**src/hw/rtl/crc16fpr_pkg.sv**
```systemverilog
// shared types, constants and the crc byte update for the framed packet receiver
`default_nettype none

package crc16fpr_pkg;

  // frame delimiters and crc constants
  localparam logic [7:0]  StartByte      = 8'hAA;
  localparam logic [7:0]  OpcodeNone     = 8'hFF;
  localparam logic [15:0] CrcPoly        = 16'h1021;
  localparam logic [15:0] MaxLengthReset = 16'd5108;

  // parser phases
  typedef enum logic [2:0] {
    PH_IDLE   = 3'd0,
    PH_OPCODE = 3'd1,
    PH_LEN_LO = 3'd2,
    PH_LEN_HI = 3'd3,
    PH_DATA   = 3'd4,
    PH_CRC_LO = 3'd5,
    PH_CRC_HI = 3'd6
  } phase_e;

  // events reported with each result
  typedef enum logic [2:0] {
    EV_NONE   = 3'd0,
    EV_START  = 3'd1,
    EV_DATA   = 3'd2,
    EV_GOOD   = 3'd3,
    EV_CRCERR = 3'd4,
    EV_LENERR = 3'd5
  } event_e;

  // crc-16 (0x1021, msb first) advanced by one byte
  function automatic logic [15:0] crc_feed(input logic [15:0] crc_in, input logic [7:0] data);
    logic [15:0] crc;
    crc = crc_in ^ {data, 8'h00};
    for (int i = 0; i < 8; i++) begin
      if (crc[15]) begin
        crc = {crc[14:0], 1'b0} ^ CrcPoly;
      end else begin
        crc = {crc[14:0], 1'b0};
      end
    end
    return crc;
  endfunction

endpackage

`default_nettype wire

```
**src/hw/rtl/crc16_framed_packet_receiver_top.sv**
```systemverilog
// Framed packet receiver: takes one byte per request and parses frames of the form
// 0xAA, opcode, 16-bit little-endian length, payload and 16-bit little-endian crc
// (crc-16 poly 0x1021, seed 0, over start byte, opcode, length and payload). Every
// accepted byte gives exactly one result: a header/discard marker, start seen, a
// payload byte with its offset, frame good, crc error or length error (length above
// the configured maximum). The block takes one byte every cycle while results are
// taken; a result shows on the output in the cycle after its byte is accepted and is
// held in an output register until taken. While a result waits untaken the input is
// held off, except in a cycle where out_ready_i takes the waiting result. The
// maximum length register is written through the cfg channel.
`default_nettype none

module crc16_framed_packet_receiver_top (
  input  wire logic        clk_i,
  input  wire logic        rst_ni,
  // byte input channel
  input  wire logic        in_valid_i,
  output logic             in_ready_o,
  input  wire logic [7:0]  rx_byte_i,
  // configuration write channel
  input  wire logic        cfg_valid_i,
  output logic             cfg_ready_o,
  input  wire logic [15:0] cfg_data_i,
  // result channel
  output logic             out_valid_o,
  input  wire logic        out_ready_i,
  output logic [2:0]       event_res_o,
  output logic [7:0]       payload_byte_o,
  output logic [15:0]      payload_offset_o,
  output logic [7:0]       frame_opcode_o,
  output logic [15:0]      frame_length_o
);

  // parser state
  crc16fpr_pkg::phase_e phase_q, phase_d;
  logic [15:0] pos_q, pos_d;
  logic [7:0]  opcode_q, opcode_d;
  logic [15:0] length_q, length_d;
  logic [15:0] crc_q, crc_d;
  logic [7:0]  crc_lo_q, crc_lo_d;
  logic [15:0] max_len_q;

  // result register
  logic                 out_valid_q;
  crc16fpr_pkg::event_e ev_q, ev_d;
  logic [7:0]           pbyte_q, pbyte_d;
  logic [15:0]          poff_q, poff_d;
  logic [7:0]           rop_q, rop_d;
  logic [15:0]          rlen_q, rlen_d;

  logic        in_fire;
  logic [15:0] crc_next;
  logic [15:0] len_full;
  logic [15:0] pos_inc;
  logic        end_frame;

  // handshakes
  assign in_ready_o  = !out_valid_q || out_ready_i;
  assign in_fire     = in_valid_i && in_ready_o;
  assign cfg_ready_o = 1'b1;

  assign crc_next = crc16fpr_pkg::crc_feed(crc_q, rx_byte_i);
  assign len_full = {rx_byte_i, length_q[7:0]};
  assign pos_inc  = pos_q + 16'd1;

  // next state and result for one byte
  always_comb begin
    phase_d   = phase_q;
    pos_d     = pos_q;
    opcode_d  = opcode_q;
    length_d  = length_q;
    crc_d     = crc_q;
    crc_lo_d  = crc_lo_q;
    ev_d      = crc16fpr_pkg::EV_NONE;
    pbyte_d   = 8'h00;
    poff_d    = 16'h0000;
    end_frame = 1'b0;
    case (phase_q)
      crc16fpr_pkg::PH_OPCODE: begin
        opcode_d = rx_byte_i;
        crc_d    = crc_next;
        phase_d  = crc16fpr_pkg::PH_LEN_LO;
      end
      crc16fpr_pkg::PH_LEN_LO: begin
        length_d = {8'h00, rx_byte_i};
        crc_d    = crc_next;
        phase_d  = crc16fpr_pkg::PH_LEN_HI;
      end
      crc16fpr_pkg::PH_LEN_HI: begin
        length_d = len_full;
        crc_d    = crc_next;
        pos_d    = 16'h0000;
        if (len_full > max_len_q) begin
          ev_d      = crc16fpr_pkg::EV_LENERR;
          end_frame = 1'b1;
        end else if (len_full == 16'h0000) begin
          phase_d = crc16fpr_pkg::PH_CRC_LO;
        end else begin
          phase_d = crc16fpr_pkg::PH_DATA;
        end
      end
      crc16fpr_pkg::PH_DATA: begin
        ev_d    = crc16fpr_pkg::EV_DATA;
        pbyte_d = rx_byte_i;
        poff_d  = pos_q;
        crc_d   = crc_next;
        pos_d   = pos_inc;
        if (pos_inc >= length_q) begin
          phase_d = crc16fpr_pkg::PH_CRC_LO;
        end
      end
      crc16fpr_pkg::PH_CRC_LO: begin
        crc_lo_d = rx_byte_i;
        phase_d  = crc16fpr_pkg::PH_CRC_HI;
      end
      crc16fpr_pkg::PH_CRC_HI: begin
        ev_d      = ({rx_byte_i, crc_lo_q} == crc_q) ? crc16fpr_pkg::EV_GOOD
                                                     : crc16fpr_pkg::EV_CRCERR;
        end_frame = 1'b1;
      end
      default: begin
        // idle, also any unused phase code: clear, then look for the start byte
        phase_d  = crc16fpr_pkg::PH_IDLE;
        pos_d    = 16'h0000;
        opcode_d = crc16fpr_pkg::OpcodeNone;
        length_d = 16'h0000;
        crc_d    = 16'h0000;
        crc_lo_d = 8'h00;
        if (rx_byte_i == crc16fpr_pkg::StartByte) begin
          ev_d    = crc16fpr_pkg::EV_START;
          crc_d   = crc16fpr_pkg::crc_feed(16'h0000, rx_byte_i);
          phase_d = crc16fpr_pkg::PH_OPCODE;
        end
      end
    endcase
    // report the frame header before any end-of-frame clear
    rop_d  = opcode_d;
    rlen_d = length_d;
    if (end_frame) begin
      phase_d  = crc16fpr_pkg::PH_IDLE;
      pos_d    = 16'h0000;
      opcode_d = crc16fpr_pkg::OpcodeNone;
      length_d = 16'h0000;
      crc_d    = 16'h0000;
      crc_lo_d = 8'h00;
    end
  end

  // parser state registers
  always_ff @(posedge clk_i or negedge rst_ni) begin
    if (!rst_ni) begin
      phase_q  <= crc16fpr_pkg::PH_IDLE;
      pos_q    <= 16'h0000;
      opcode_q <= crc16fpr_pkg::OpcodeNone;
      length_q <= 16'h0000;
      crc_q    <= 16'h0000;
      crc_lo_q <= 8'h00;
    end else if (in_fire) begin
      phase_q  <= phase_d;
      pos_q    <= pos_d;
      opcode_q <= opcode_d;
      length_q <= length_d;
      crc_q    <= crc_d;
      crc_lo_q <= crc_lo_d;
    end
  end

  // maximum length register
  always_ff @(posedge clk_i or negedge rst_ni) begin
    if (!rst_ni) begin
      max_len_q <= crc16fpr_pkg::MaxLengthReset;
    end else if (cfg_valid_i && cfg_ready_o) begin
      max_len_q <= cfg_data_i;
    end
  end

  // result valid flag
  always_ff @(posedge clk_i or negedge rst_ni) begin
    if (!rst_ni) begin
      out_valid_q <= 1'b0;
    end else if (in_ready_o) begin
      out_valid_q <= in_valid_i;
    end
  end

  // result payload
  always_ff @(posedge clk_i) begin
    if (in_fire) begin
      ev_q    <= ev_d;
      pbyte_q <= pbyte_d;
      poff_q  <= poff_d;
      rop_q   <= rop_d;
      rlen_q  <= rlen_d;
    end
  end

  assign out_valid_o      = out_valid_q;
  assign event_res_o      = ev_q;
  assign payload_byte_o   = pbyte_q;
  assign payload_offset_o = poff_q;
  assign frame_opcode_o   = rop_q;
  assign frame_length_o   = rlen_q;

  // a payload phase always has a nonzero length to count against
  assert property (@(posedge clk_i) disable iff (!rst_ni)
    (phase_q == crc16fpr_pkg::PH_DATA) |-> (length_q != 16'h0000))
    else $error("payload phase with zero length");

  // payload offsets stay inside the frame length
  assert property (@(posedge clk_i) disable iff (!rst_ni)
    (out_valid_q && ev_q == crc16fpr_pkg::EV_DATA) |-> (poff_q < rlen_q))
    else $error("payload offset beyond frame length");

  // the second crc byte always ends the frame
  assert property (@(posedge clk_i) disable iff (!rst_ni)
    (in_fire && phase_q == crc16fpr_pkg::PH_CRC_HI) |=> (phase_q == crc16fpr_pkg::PH_IDLE))
    else $error("frame not closed after crc");

  // a start event reports a cleared header
  assert property (@(posedge clk_i) disable iff (!rst_ni)
    (out_valid_q && ev_q == crc16fpr_pkg::EV_START)
      |-> (rop_q == crc16fpr_pkg::OpcodeNone && rlen_q == 16'h0000))
    else $error("stale header on start event");

endmodule

`default_nettype wire
```
**config.mk**
```make
export PLATFORM = sky130hd
export DESIGN_NAME = crc16_framed_packet_receiver_top
export DESIGN_NICKNAME = d
export VERILOG_FILES = /design/src/hw/rtl/crc16fpr_pkg.sv /design/src/hw/rtl/crc16_framed_packet_receiver_top.sv
export SDC_FILE = /design/constraint.sdc
export NUM_CORES = 1
export LEC_CHECK = 0
export BUFFER_PORTS_ARGS = -buffer_cell sky130_fd_sc_hd__buf_2
export CAP_MARGIN = 40
export CORE_UTILIZATION = 60
export DETAILED_ROUTE_END_ITERATION = 12
export GPL_TIMING_DRIVEN = 0
export PLACE_DENSITY = 0.82
export SYNTH_ARGS = -nofsm -noshare
export SYNTH_HDL_FRONTEND = slang
export SYNTH_SLANG_ARGS = --single-unit
```
**constraint.sdc**
```tcl
create_clock -name clk_i -period 5.59 [get_ports clk_i]
set_input_delay 1.118 -clock clk_i [delete_from_list [all_inputs] [get_ports clk_i]]
set_output_delay 1.118 -clock clk_i [all_outputs]
set_load 0.01 [all_outputs]
```
==> reports/metrics.csv, run 1 <==
stage,metric,value,unit
clock_network,clock_path_buffers,2,
power,p_comb_share,29.4,%
floorplan,row_count,38,
routing,vias_per_cell,6.06,
synth,ys.warnings.count,0,
clock_network,cts.sinks,135,
synth,yosysSeqAreaShare,53.5,%
power,seqPwrFrac,36.5,%
synth,syn_area_per_cell,10.6,um2
power,p_sw_share,32.5,%
cells_and_area,final_nets,807,
clock_network,cts_tree,done,
power,p_clk_share,34.2,%
routing,drt_iter0_drc,440,
cells_and_area,area_growth_syn_to_layout,19.0,%
worst_setup_path,r2r-start,pos_q[0]$_DFFE_PN0P_,
cells_and_area,drive_above_1_share,20.3,%
global_route,grt_overflow,0,
cells_and_area,layout_commonest_cell,buf_2,
power,switchingPower,1.21,mW
place,gp_congestion,0.923,
worst_setup_path,critPathLaunchType,register,
floorplan,die_w,109,um
synth,async_reset_ff_share,62.2,%
run_status,outcome,finished clean,
synth,synthFlopType,dfrtp_1,
routing,top_layer,met4,
place,io_buffers,81,
synth,ys_ff_latch,135,
global_route,grt_pass1_vias,5433,
cells_and_area,final_cell_mix,"buf_2, nand2_1, dfrtp_1",
place,dpl.hpwl,11.6,mm
power,powerDensity,458,nW/um2
synth,netlist_instances,642,
worst_setup_path,path_class,reg2reg,
global_route,grt_use_total,30.2,%
worst_hold_path,hold-path-cell-count,2,
floorplan,initial_core_util,62.2,%
cells_and_area,antenna_cells,0,
sta,hold_violations,0,
floorplan,ios,83,
routing,dr.pass1.iters,5,
power,internal_power,2.51,mW
floorplan,coreArea,11000,um2
worst_setup_path,r2r_cells,12,
synth,synth-edff-count,51,
worst_hold_path,hp-start,opcode_q[1]$_DFFE_PN1P_,
global_route,grt_max_degree,57,
sta,post-route-period-util,56.3,%
sta,holdWs,0.500,ns
clock_network,hold_buffers,0,
routing,wl_met2,8.04,mm
clock_network,post-cts-setup-buffer-count,0,
sta,fin_setup_tns,0,ns
sta,slew_violations,0,
worst_hold_path,hold_path_end,opcode_q[1]$_DFFE_PN1P_,
sta,setup_viol,0,
worst_setup_path,crit_path_end_kind,register,
clock_network,cts_htree_levels,4,
sta,period_needed,3.15,ns
clock_network,path_clk_slew,0.06,ns
synth,syn-num-nets,705,
sta,tightest_slew,0.657,ns
floorplan,die_y,109,um
routing,via_count,5436,
flow_run,drv_cap,0,
worst_setup_path,critPathMaxFanout,6,
routing,wl_per_cell,18.3,um
clock_network,clockRootBuffer,clkbuf_16,
global_route,grt_pass1_wl,26.6,mm
routing,route.detailed.drc,0,
worst_setup_path,rr_endpoint,phase_q[2]$_DFFE_PN0P_,
clock_network,clk_latency,0.42,ns
worst_setup_path,rrSetupSlack,2.44,ns
power,p_leak,3.59,nW
worst_setup_path,cp.required,5.89,ns
routing,wl_met3,1.19,mm
routing,wl,16.4,mm
worst_hold_path,worstHoldPathType,reg2reg,
synth,yosysUniqueCellTypes,60,
floorplan,dieArea,11800,um2
worst_setup_path,crit_arrival,3.45,ns
sta,rsz0062_at_grt,no,
global_route,antenna_found_initial,0,
routing,ant_nets,0,
power,vdd_drop_max,0.225,mV
sta,fin_skew,0.00661,ns
synth,syn_area,6830,um2
routing,drt-met1-wl,6.75,mm
clock_network,cts_resized,0,
sta,max-slew-margin-rel,56.2,%
sta,fmax,318,MHz
clock_network,cts_buffers,17,
==> worst max-delay path by stage <==
stage                               endpoint                  from  cells after the start
floorplan           event_res_o[0]$_DFFE_PP_           out_ready_i                      4
global placement    event_res_o[2]$_DFFE_PP_           out_ready_i                      5
detailed placement      crc_q[9]$_DFFE_PN0P_          rx_byte_i[2]                      8
CTS                   phase_q[2]$_DFFE_PN0P_  pos_q[0]$_DFFE_PN0P_                     12
global route          phase_q[2]$_DFFE_PN0P_  pos_q[0]$_DFFE_PN0P_                     12
finish                phase_q[2]$_DFFE_PN0P_  pos_q[0]$_DFFE_PN0P_                     12
==> stage by stage <==
stage	area [um2]	power [mW]	setup WS (ns)	utilization, %	instances
after CTS	8130	3.71	2.49	74.0	897
final	8130	3.72	2.44	74.0	897
after global routing	8130	3.89	2.25	74.0	897
after detailed placement	7460	2.43	2.25	67.9	865
after floorplan	6830	2.12	1.99	-	642
after global placement	7410	2.38	1.36	67.5	863
==> cell type report <==
type | instances | area (um2)
Clock inverter | 13 | 225
Sequential cell | 135 | 3650
Multi-Input combinational cell | 433 | 2870
Clock buffer | 19 | 443
Inverter | 34 | 128
Timing Repair Buffer | 83 | 455
Fill cell | 727 | 2850
Tap cell | 140 | 175
Buffer | 40 | 180
==> logic make-up (layout without fill, tap and decap cells) <==
group           count (synthesis)  after routing  share of synthesized area (%)
fa+ha+maj                      34             34                           6.23
other cells                     1              1                         0.0549
flops                         135            135                           53.5
buf+inv                        74            189                           4.49
simple gates                  191            191                           13.5
xor+xnor                       48             48                           6.16
compound gates                157            157                           15.8
mux                             2              2                          0.311
==> power by group through the flow <==
stage	Clock [mW]	Sequential [mW]	Combinational, mW
2_1_floorplan	0	1.36	0.769
3_3_place_gp	0	1.36	1.02
3_5_place_dp	0	1.37	1.06
4_1_cts	1.28	1.35	1.08
5_1_grt	1.32	1.37	1.20
6_report	1.27	1.36	1.09
==> flip-flops by register name, summed over array words and instances, names as in the netlist <==
name	cells
opcode_q	8
out_valid_o	1
phase_q	3
pos_q	16
crc_q	16
event_res_o	3
max_len_q	16
length_q	16
payload_offset_o	16
frame_length_o	16
payload_byte_o	8
frame_opcode_o	8
crc_lo_q	8
==> routing by layer <==
layer | GRT usage [%] | vias to the layer above
li1 | - | 2507
met1 | 39.0 | 2599
met2 | 48.7 | 285
met3 | 6.22 | 45
met4 | 14.6 | 0
met5 | 0 | -
==> synthesized netlist by cell type (3+ instances only) <==
library cell,number,area [um2]
buf_4,3,22.5
clkbuf_2,3,15.0
nand4_1,6,37.5
edfxtp_1,51,1530
and3_1,25,156
and2_1,3,18.8
a32o_1,6,60.1
o211ai_1,5,37.5
nand2b_1,4,25.0
nor2_1,34,128
a211oi_1,3,22.5
dfstp_2,16,420
nor4_1,7,43.8
dfrtp_1,68,1700
o22a_1,8,70.1
clkbuf_1,26,97.6
o21ai_0,43,215
o31ai_1,4,30.0
xor2_1,19,166
and4_1,3,26.3
a22o_1,26,228
o21a_1,3,22.5
inv_1,33,124
nand2_1,81,304
xnor2_1,29,254
buf_2,5,25.0
nor2b_1,3,18.8
nand3_1,12,60.1
a21oi_1,26,130
ha_1,34,425
o22ai_1,16,100
==> worst max-delay path: stages (launching register included) <==
cell	delay, ns
dfrtp_1	0.44
ha_1	0.28
and4_1	0.30
nor2b_1	0.34
nand3_1	0.20
xnor2_1	0.18
ha_1	0.29
nand2_1	0.07
o21ai_0	0.09
or3_1	0.31
a211o_1	0.32
o2111ai_1	0.11
o2bb2ai_1	0.09
Note: power is estimated with default switching activity, not from simulation.
==> run 2, diff against run 1 <==
--- a/config.mk
+++ b/config.mk
@@ -5,12 +5,13 @@
 export SDC_FILE = /design/constraint.sdc
 export NUM_CORES = 1
 export LEC_CHECK = 0
+export ABC_AREA = 1
 export BUFFER_PORTS_ARGS = -buffer_cell sky130_fd_sc_hd__buf_2
 export CAP_MARGIN = 40
-export CORE_UTILIZATION = 60
+export CORE_UTILIZATION = 53
 export DETAILED_ROUTE_END_ITERATION = 12
 export GPL_TIMING_DRIVEN = 0
-export PLACE_DENSITY = 0.82
+export PLACE_DENSITY = 0.76
 export SYNTH_ARGS = -nofsm -noshare
 export SYNTH_HDL_FRONTEND = slang
 export SYNTH_SLANG_ARGS = --single-unit
==> constraint.sdc (replaced) <==
create_clock -name clk_i -period 2.7 [get_ports clk_i]
set_input_delay 0.54 -clock clk_i [delete_from_list [all_inputs] [get_ports clk_i]]
set_output_delay 0.54 -clock clk_i [all_outputs]
set_load 0.01 [all_outputs]
==> reports/metrics.csv, run 2 <==
stage,metric,value,unit,change
synth,yosysUniqueCellTypes,43,,-28%
routing,dr.pass1.iters,5,,unchanged
synth,yosys.area.top_type,dfrtp_1,,
clock_network,cts_htree_levels,4,,unchanged
place,io_buffers,81,,unchanged
clock_network,cts_tree,done,,
worst_setup_path,crit_path_end_kind,register,,
global_route,grt_pass1_wl,26.8,mm,+0.62%
cells_and_area,antenna_cells,0,,unchanged
cells_and_area,final.fill_count,1137,,+56%
synth,ys.warnings.count,0,,unchanged
clock_network,clockRootBuffer,clkbuf_16,,
floorplan,coreArea,13200,um2,+21%
power,seqPwrFrac,41.3,%,+4.8 points
synth,synth_compound_area_share,8.11,%,-7.7 points
sta,max-slew-margin-rel,60.2,%,+4.0 points
routing,route.detailed.drc,0,,unchanged
synth,synth_top_family_by_area,simple AND/OR/NAND/NOR gates,,
routing,ant_nets,0,,unchanged
worst_setup_path,critPathLaunchType,register,,
flow_run,drv_cap,0,,unchanged
synth,synthMuxAreaShare,0.157,%,-0.15 points
global_route,grt_overflow,0,,unchanged
worst_setup_path,path_class,reg2reg,,
worst_setup_path,rrSetupSlack,0.18,ns,-2.27 ns
sta,holdWs,0.122,ns,-0.378 ns
power,powerDensity,691,nW/um2,+51%
synth,synth_commonest_cells,"nand2_1, inv_1, nor2_1, dfrtp_1, edfxtp_1",,
worst_setup_path,critPathMaxFanout,4,,-2
cells_and_area,final_cell_mix,"nand2_1, inv_1, buf_2",,
clock_network,clock_path_buffers,2,,unchanged
synth,synthFlopType,dfrtp_1,,
global_route,antenna_found_initial,0,,unchanged
floorplan,row_count,42,,+11%
floorplan,initial_core_util,54.2,%,-8.0 points
sta,period_needed,2.52,ns,-0.621 ns
global_route,grt_use_total,24.7,%,-5.5 points
run_status,outcome,finished clean,,
routing,via_count,5781,,+6.3%
routing,wl,16.4,mm,-0.32%
clock_network,cts_buffers,17,,unchanged
synth,synth_area_leaders,"dfrtp_1, edfxtp_1, nand2_1",,
clock_network,clk_latency,0.42,ns,about the same
cells_and_area,final_nets,992,,+23%
cells_and_area,layout_commonest_cell,nand2_1,,
clock_network,cts.sinks,135,,unchanged
sta,fmax,396,MHz,+25%
worst_setup_path,crit_arrival,2.84,ns,-0.61 ns
sta,slew_violations,0,,unchanged
routing,wl_per_cell,14.6,um,-20%
synth,yosysSeqAreaShare,50.9,%,-2.6 points
cells_and_area,final_util,64.7,%,-9.3 points
floorplan,die_y,118,um,+8.9%
synth,synth-simple-area-share,22.8,%,+9.4 points
synth,synth-edff-count,51,,unchanged
synth,synth_top_area_share,23.7,%,-1.2 points
clock_network,path_clk_slew,0.06,ns,about the same
global_route,grt_pass1_vias,5523,,+1.7%
place,gp_congestion,0.905,,-1.9%
power,p_clk_share,40.7,%,+6.5 points
synth,syn-num-nets,883,,+25%
synth,syn_area_per_cell,8.75,um2,-18%
power,p_sw_share,28.1,%,-4.4 points
sta,post-route-period-util,93.5,%,+37 points
power,p_comb_share,18.0,%,-11 points
sta,tightest_slew,0.597,ns,-0.0598 ns
sta,fin_skew,0.00742,ns,+0.000807 ns
routing,drt_iter0_drc,426,,-3.2%
synth,synth_adder_area_share,5.93,%,-0.30 points
routing,vias_per_cell,5.17,,-15%
power,p_leak,4.12,nW,+15%
worst_hold_path,worstHoldPathType,in2async,,
global_route,grt_max_degree,44,,-23%
floorplan,dieArea,14000,um2,+19%
cells_and_area,drive_above_1_share,21.7,%,+1.3 points
synth,synthXorXnorAreaFrac,3.42,%,-2.7 points
cells_and_area,area_growth_syn_to_layout,19.4,%,
floorplan,die_w,118,um,+8.9%
synth,synthMostInstantiatedCell,nand2_1,,
place,dpl.hpwl,11.8,mm,+1.5%
synth,netlist_instances,820,,+28%
sta,hold_violations,0,,unchanged
power,internal_power,4.26,mW,+69%
clock_network,hold_buffers,0,,unchanged
synth,ys_ff_latch,135,,unchanged
worst_setup_path,cp.required,3.01,ns,-2.88 ns
power,vdd_drop_max,0.494,mV,+120%
synth,syn_area,7180,um2,+5.1%
synth,async_reset_ff_share,62.2,%,unchanged
floorplan,ios,83,,unchanged
power,switchingPower,1.66,mW,+37%
sta,setup_viol,0,,unchanged
==> run 2: cell types whose count changed in the layout (fill, tap and decap cells not counted), moves of 13 or more <==
cell / previous run / this run
nand2_1: 81 / 187
inv_1: 33 / 129
nor2_1: 34 / 70
a22o_1: 26 / 0
and3_1: 25 / 0
o21ai_1: 2 / 26
nand3_1: 12 / 32
clkbuf_1: 27 / 9
xnor2_1: 29 / 12
a21oi_1: 26 / 13
==> run 2: cell type report <==
cell class,instances,area (um2),share of cell area (%)
well taps,176,220,2.57
plain buffers,18,92.6,1.08
clock inverters,15,185,2.16
multi-input cells,527,2940,34.4
flip-flops and latches,135,3650,42.7
clock buffers,17,425,4.97
inverters,140,526,6.13
repair buffers,90,520,6.08
==> run 2: worst max-delay path, cell delays in order (launching register included) <==
cell	delay, ns
dfrtp_2	0.40
ha_2	0.20
nand2_1	0.10
nor2_4	0.12
nand2_1	0.10
nor2_2	0.16
nand2_2	0.10
nor2_2	0.12
nand3_1	0.07
nand2_1	0.09
inv_1	0.05
ha_1	0.28
nand4_1	0.11
nor2_1	0.12
nand2_1	0.08
nand2_2	0.09
nand2_1	0.09
nand2_1	0.09
nand2_1	0.05
==> run 2: path summary, 6_finish.rpt <==
kind,start,to,cells past startpoint
min reg2reg,max_len_q[6]$_DFFE_PN1P_,max_len_q[6]$_DFFE_PN1P_,2
min,rst_ni,max_len_q[3]$_DFFE_PN0P_,1
min in group clk_i,cfg_data_i[12],max_len_q[12]$_DFFE_PN1P_,3
max in group asynchronous,rst_ni,opcode_q[7]$_DFFE_PN1P_,2
max reg2reg,pos_q[0]$_DFFE_PN0P_,phase_q[1]$_DFFE_PN0P_,18
max,pos_q[0]$_DFFE_PN0P_,phase_q[1]$_DFFE_PN0P_,18
==> run 2: cells by family after synthesis <==
logic type / after synthesis
buffers and inverters: 158
and+or+nand+nor: 359
other: 1
muxes: 1
AOI/OAI and AO/OA: 104
adders and majority gates: 34
DFF: 135
xor gates and xnor gates: 28
==> run 2: metrics by stage <==
step                      setup TNS (ns)  area [um2]  power, mW  setup WS [ns]  cells
after global routing              -0.131        8570       6.17        -0.0575   1118
after global placement            -10.10        7800       3.50         -0.214   1077
final                                  0        8570       5.92          0.175   1118
after detailed placement         -0.0929        7870       3.54        -0.0379   1080
after CTS                              0        8490       5.93        0.00172   1112
after floorplan                        0        7180       3.22          0.316    820
==> run 2: timing repair <==
| action | 4_1_cts | 5_1_grt |
|---|---|---|
| setup buffers | 0 | 6 |
| resized for setup | 1 | 12 |
| pin swaps | 0 | 5 |
| setup endpoints to repair | 3 | 3 |
==> run 2: routing by layer <==
metal  up-vias  share of wire, %  global-route usage [%]
met5         -                 0                       0
met2       167                49                    41.1
li1       2865                 -                       -
met1      2716                44                    31.6
met3        33               4.5                    4.73
met4         0               2.6                    10.4
==> run 2: power groups by stage <==
stage                     combinational, mW  sequential [mW]  clock, mW
final                                  1.06             2.44       2.41
after global routing                   1.20             2.47       2.50
after CTS                              1.06             2.45       2.42
after detailed placement               1.06             2.48          0
after global placement                 1.02             2.48          0
after floorplan                       0.731             2.49          0
==> run 3, diff against run 2 <==
--- a/config.mk
+++ b/config.mk
@@ -9,9 +9,10 @@
 export BUFFER_PORTS_ARGS = -buffer_cell sky130_fd_sc_hd__buf_2
 export CAP_MARGIN = 40
 export CORE_UTILIZATION = 53
+export CTS_CLUSTER_DIAMETER = 150
 export DETAILED_ROUTE_END_ITERATION = 12
 export GPL_TIMING_DRIVEN = 0
-export PLACE_DENSITY = 0.76
+export PLACE_DENSITY = 0.74
 export SYNTH_ARGS = -nofsm -noshare
 export SYNTH_HDL_FRONTEND = slang
 export SYNTH_SLANG_ARGS = --single-unit
==> reports/metrics.csv, run 3 (synthesized netlist as in run 2, its figures left out) <==
stage,metric,value,unit,change
run_status,outcome,finished clean,,
cells_and_area,final_nets,991,,-0.10%
worst_setup_path,cp_slowest_stage_delay,0.40,ns,about the same
global_route,grt_pass1_wl,26.9,mm,+0.59%
global_route,antenna_found_initial,0,,unchanged
cells_and_area,drive_above_1_share,21.3,%,-0.40 points
worst_setup_path,cp.required,3.02,ns,about the same
power,vdd_drop_max,0.407,mV,-18%
clock_network,clockRootBuffer,clkbuf_16,,
routing,via_count,5804,,+0.40%
global_route,grt_max_degree,44,,unchanged
floorplan,dieArea,14000,um2,unchanged
cells_and_area,final.fill_count,1119,,-1.6%
power,powerDensity,659,nW/um2,-4.6%
worst_setup_path,critPathMaxFanout,4,,unchanged
routing,wl,16.3,mm,-0.26%
floorplan,initial_core_util,54.2,%,unchanged
worst_setup_path,crit_arrival,2.80,ns,-0.04 ns
sta,tightest_slew,0.775,ns,+0.178 ns
global_route,grt_overflow,0,,unchanged
routing,vias_per_cell,5.20,,+0.49%
cells_and_area,final_cell_mix,"nand2_1, inv_1, buf_2",,
sta,period_needed,2.49,ns,-0.0378 ns
clock_network,cts_tree,done,,
routing,ant_nets,0,,unchanged
floorplan,row_count,42,,unchanged
sta,fin_skew,0.00765,ns,+0.000227 ns
place,dpl.hpwl,11.8,mm,about the same
floorplan,coreArea,13200,um2,unchanged
sta,fmax,402,MHz,+1.5%
worst_setup_path,r2r-start,pos_q[1]$_DFFE_PN0P_,,
worst_setup_path,crit_path_top_delay_cell,dfrtp_1,,
clock_network,cts_buffers,17,,unchanged
sta,setup_viol,0,,unchanged
cells_and_area,layout_commonest_cell,nand2_1,,
clock_network,clock_path_buffers,2,,unchanged
routing,wl_per_cell,14.6,um,-0.17%
global_route,grt_use_total,24.8,%,+0.10 points
clock_network,cts_htree_levels,4,,unchanged
clock_network,cts.sinks,135,,unchanged
worst_setup_path,r2r_cells,18,,unchanged
floorplan,die_w,118,um,unchanged
routing,dr.pass1.iters,6,,+1
clock_network,hold_buffers,0,,unchanged
place,io_buffers,81,,unchanged
routing,route.detailed.drc,0,,unchanged
power,p_leak,4.08,nW,-1.0%
cells_and_area,fin_area,8460,um2,-1.2%
floorplan,die_y,118,um,unchanged
place,gp_congestion,0.920,,+1.7%
sta,post-route-period-util,92.1,%,-1.4 points
worst_setup_path,rr_endpoint,phase_q[0]$_DFFE_PN0P_,,
global_route,grt_pass1_vias,5609,,+1.6%
cells_and_area,area_growth_syn_to_layout,17.9,%,
clock_network,clk_latency,0.42,ns,about the same
flow_run,drv_cap,0,,unchanged
routing,drt_iter0_drc,513,,+20%
sta,holdWs,0.122,ns,+0.000215 ns
worst_setup_path,rrSetupSlack,0.21,ns,+0.04 ns
worst_setup_path,crit_path_end_kind,register,,
place,place_area,7850,um2,-0.35%
worst_hold_path,worstHoldPathType,in2async,,
cells_and_area,final_util,63.9,%,-0.80 points
sta,max-slew-margin-rel,48.4,%,-12 points
sta,slew_violations,0,,unchanged
worst_setup_path,path_class,reg2reg,,
clock_network,path_clk_slew,0.06,ns,about the same
worst_setup_path,path_cells,inv_2 > nor3_4 > nand3_2 > inv_1 > nand4_1 > inv_1 > nand2_1 > nand2_2 > inv_1 > ha_1 > a21oi_1 > nand3b_1 > a21oi_1 > nor2_1 > nand2_2 > nand2_2 > nand2_1 > nand2_1,,
worst_setup_path,critPathLaunchType,register,,
sta,hold_violations,0,,unchanged
cells_and_area,antenna_cells,0,,unchanged
floorplan,ios,83,,unchanged
run 3: power by group:
group | internal (mW) | switching (mW) | total, mW
Clock | 1.24 | 0.839 | 2.08
Sequential | 2.35 | 0.0909 | 2.45
Combinational | 0.368 | 0.683 | 1.05
Total | 3.96 | 1.61 | 5.58
run 3: final cells by class:
class                      count  area [um2]  share of cell area, %
sequential                   135        3650                   43.2
buffer                        18        92.6                   1.09
inverter                     140         526                   6.21
timing repair buffer          89         493                   5.83
clock buffer                  20         437                   5.16
multi-input combinational    527        2950                   34.9
tap                          176         220                   2.60
clock inverter                12        86.3                   1.02
run 3: metal layers:
| metal | vias to the layer above | share of wire (%) | track usage, % |
|---|---|---|---|
| li1 | 2859 | - | - |
| met1 | 2741 | 43 | 31.1 |
| met2 | 156 | 49 | 40.3 |
| met3 | 48 | 4.4 | 5.26 |
| met4 | 0 | 3.7 | 13.5 |
| met5 | - | 0 | 0 |
run 3: through the flow:
stage / cells / TNS (ns) / setup slack [ns] / power (mW)
after detailed placement: 1079 / -0.0930 / -0.0334 / 3.53
after CTS: 1111 / 0 / 0.0107 / 5.60
final: 1117 / 0 / 0.213 / 5.58
after global routing: 1117 / -0.0645 / -0.0485 / 5.85
after floorplan: 820 / 0 / 0.316 / 3.22
after global placement: 1077 / -12.12 / -0.274 / 3.50
run 3: timing repair:
item / in CTS / in global routing
gates resized for setup: 1 / 14
buffers inserted: 0 / 6
gates cloned: 0 / 0
endpoints found under the setup margin: 3 / 3
pin swaps: 0 / 6
run 3: how the worst max path moves through the flow:
stage / slack, ns / to / start
after floorplan: 0.32 / event_res_o[0]$_DFFE_PP_ / out_ready_i
after global placement: -0.27 / length_q[2]$_DFFE_PN0P_ / out_ready_i
after detailed placement: -0.03 / phase_q[1]$_DFFE_PN0P_ / pos_q[0]$_DFFE_PN0P_
after CTS: 0.01 / phase_q[2]$_DFFE_PN0P_ / pos_q[0]$_DFFE_PN0P_
after global routing: -0.05 / phase_q[0]$_DFFE_PN0P_ / pos_q[1]$_DFFE_PN0P_
final: 0.21 / phase_q[0]$_DFFE_PN0P_ / pos_q[1]$_DFFE_PN0P_
run 3: critical path: cells and delay by family (launching register included):
family | cells | cell delay, ns
flops | 1 | 0.40
fa+ha+maj | 1 | 0.28
buf+inv | 4 | 0.33
simple gates | 11 | 1.16
compound gates | 2 | 0.20
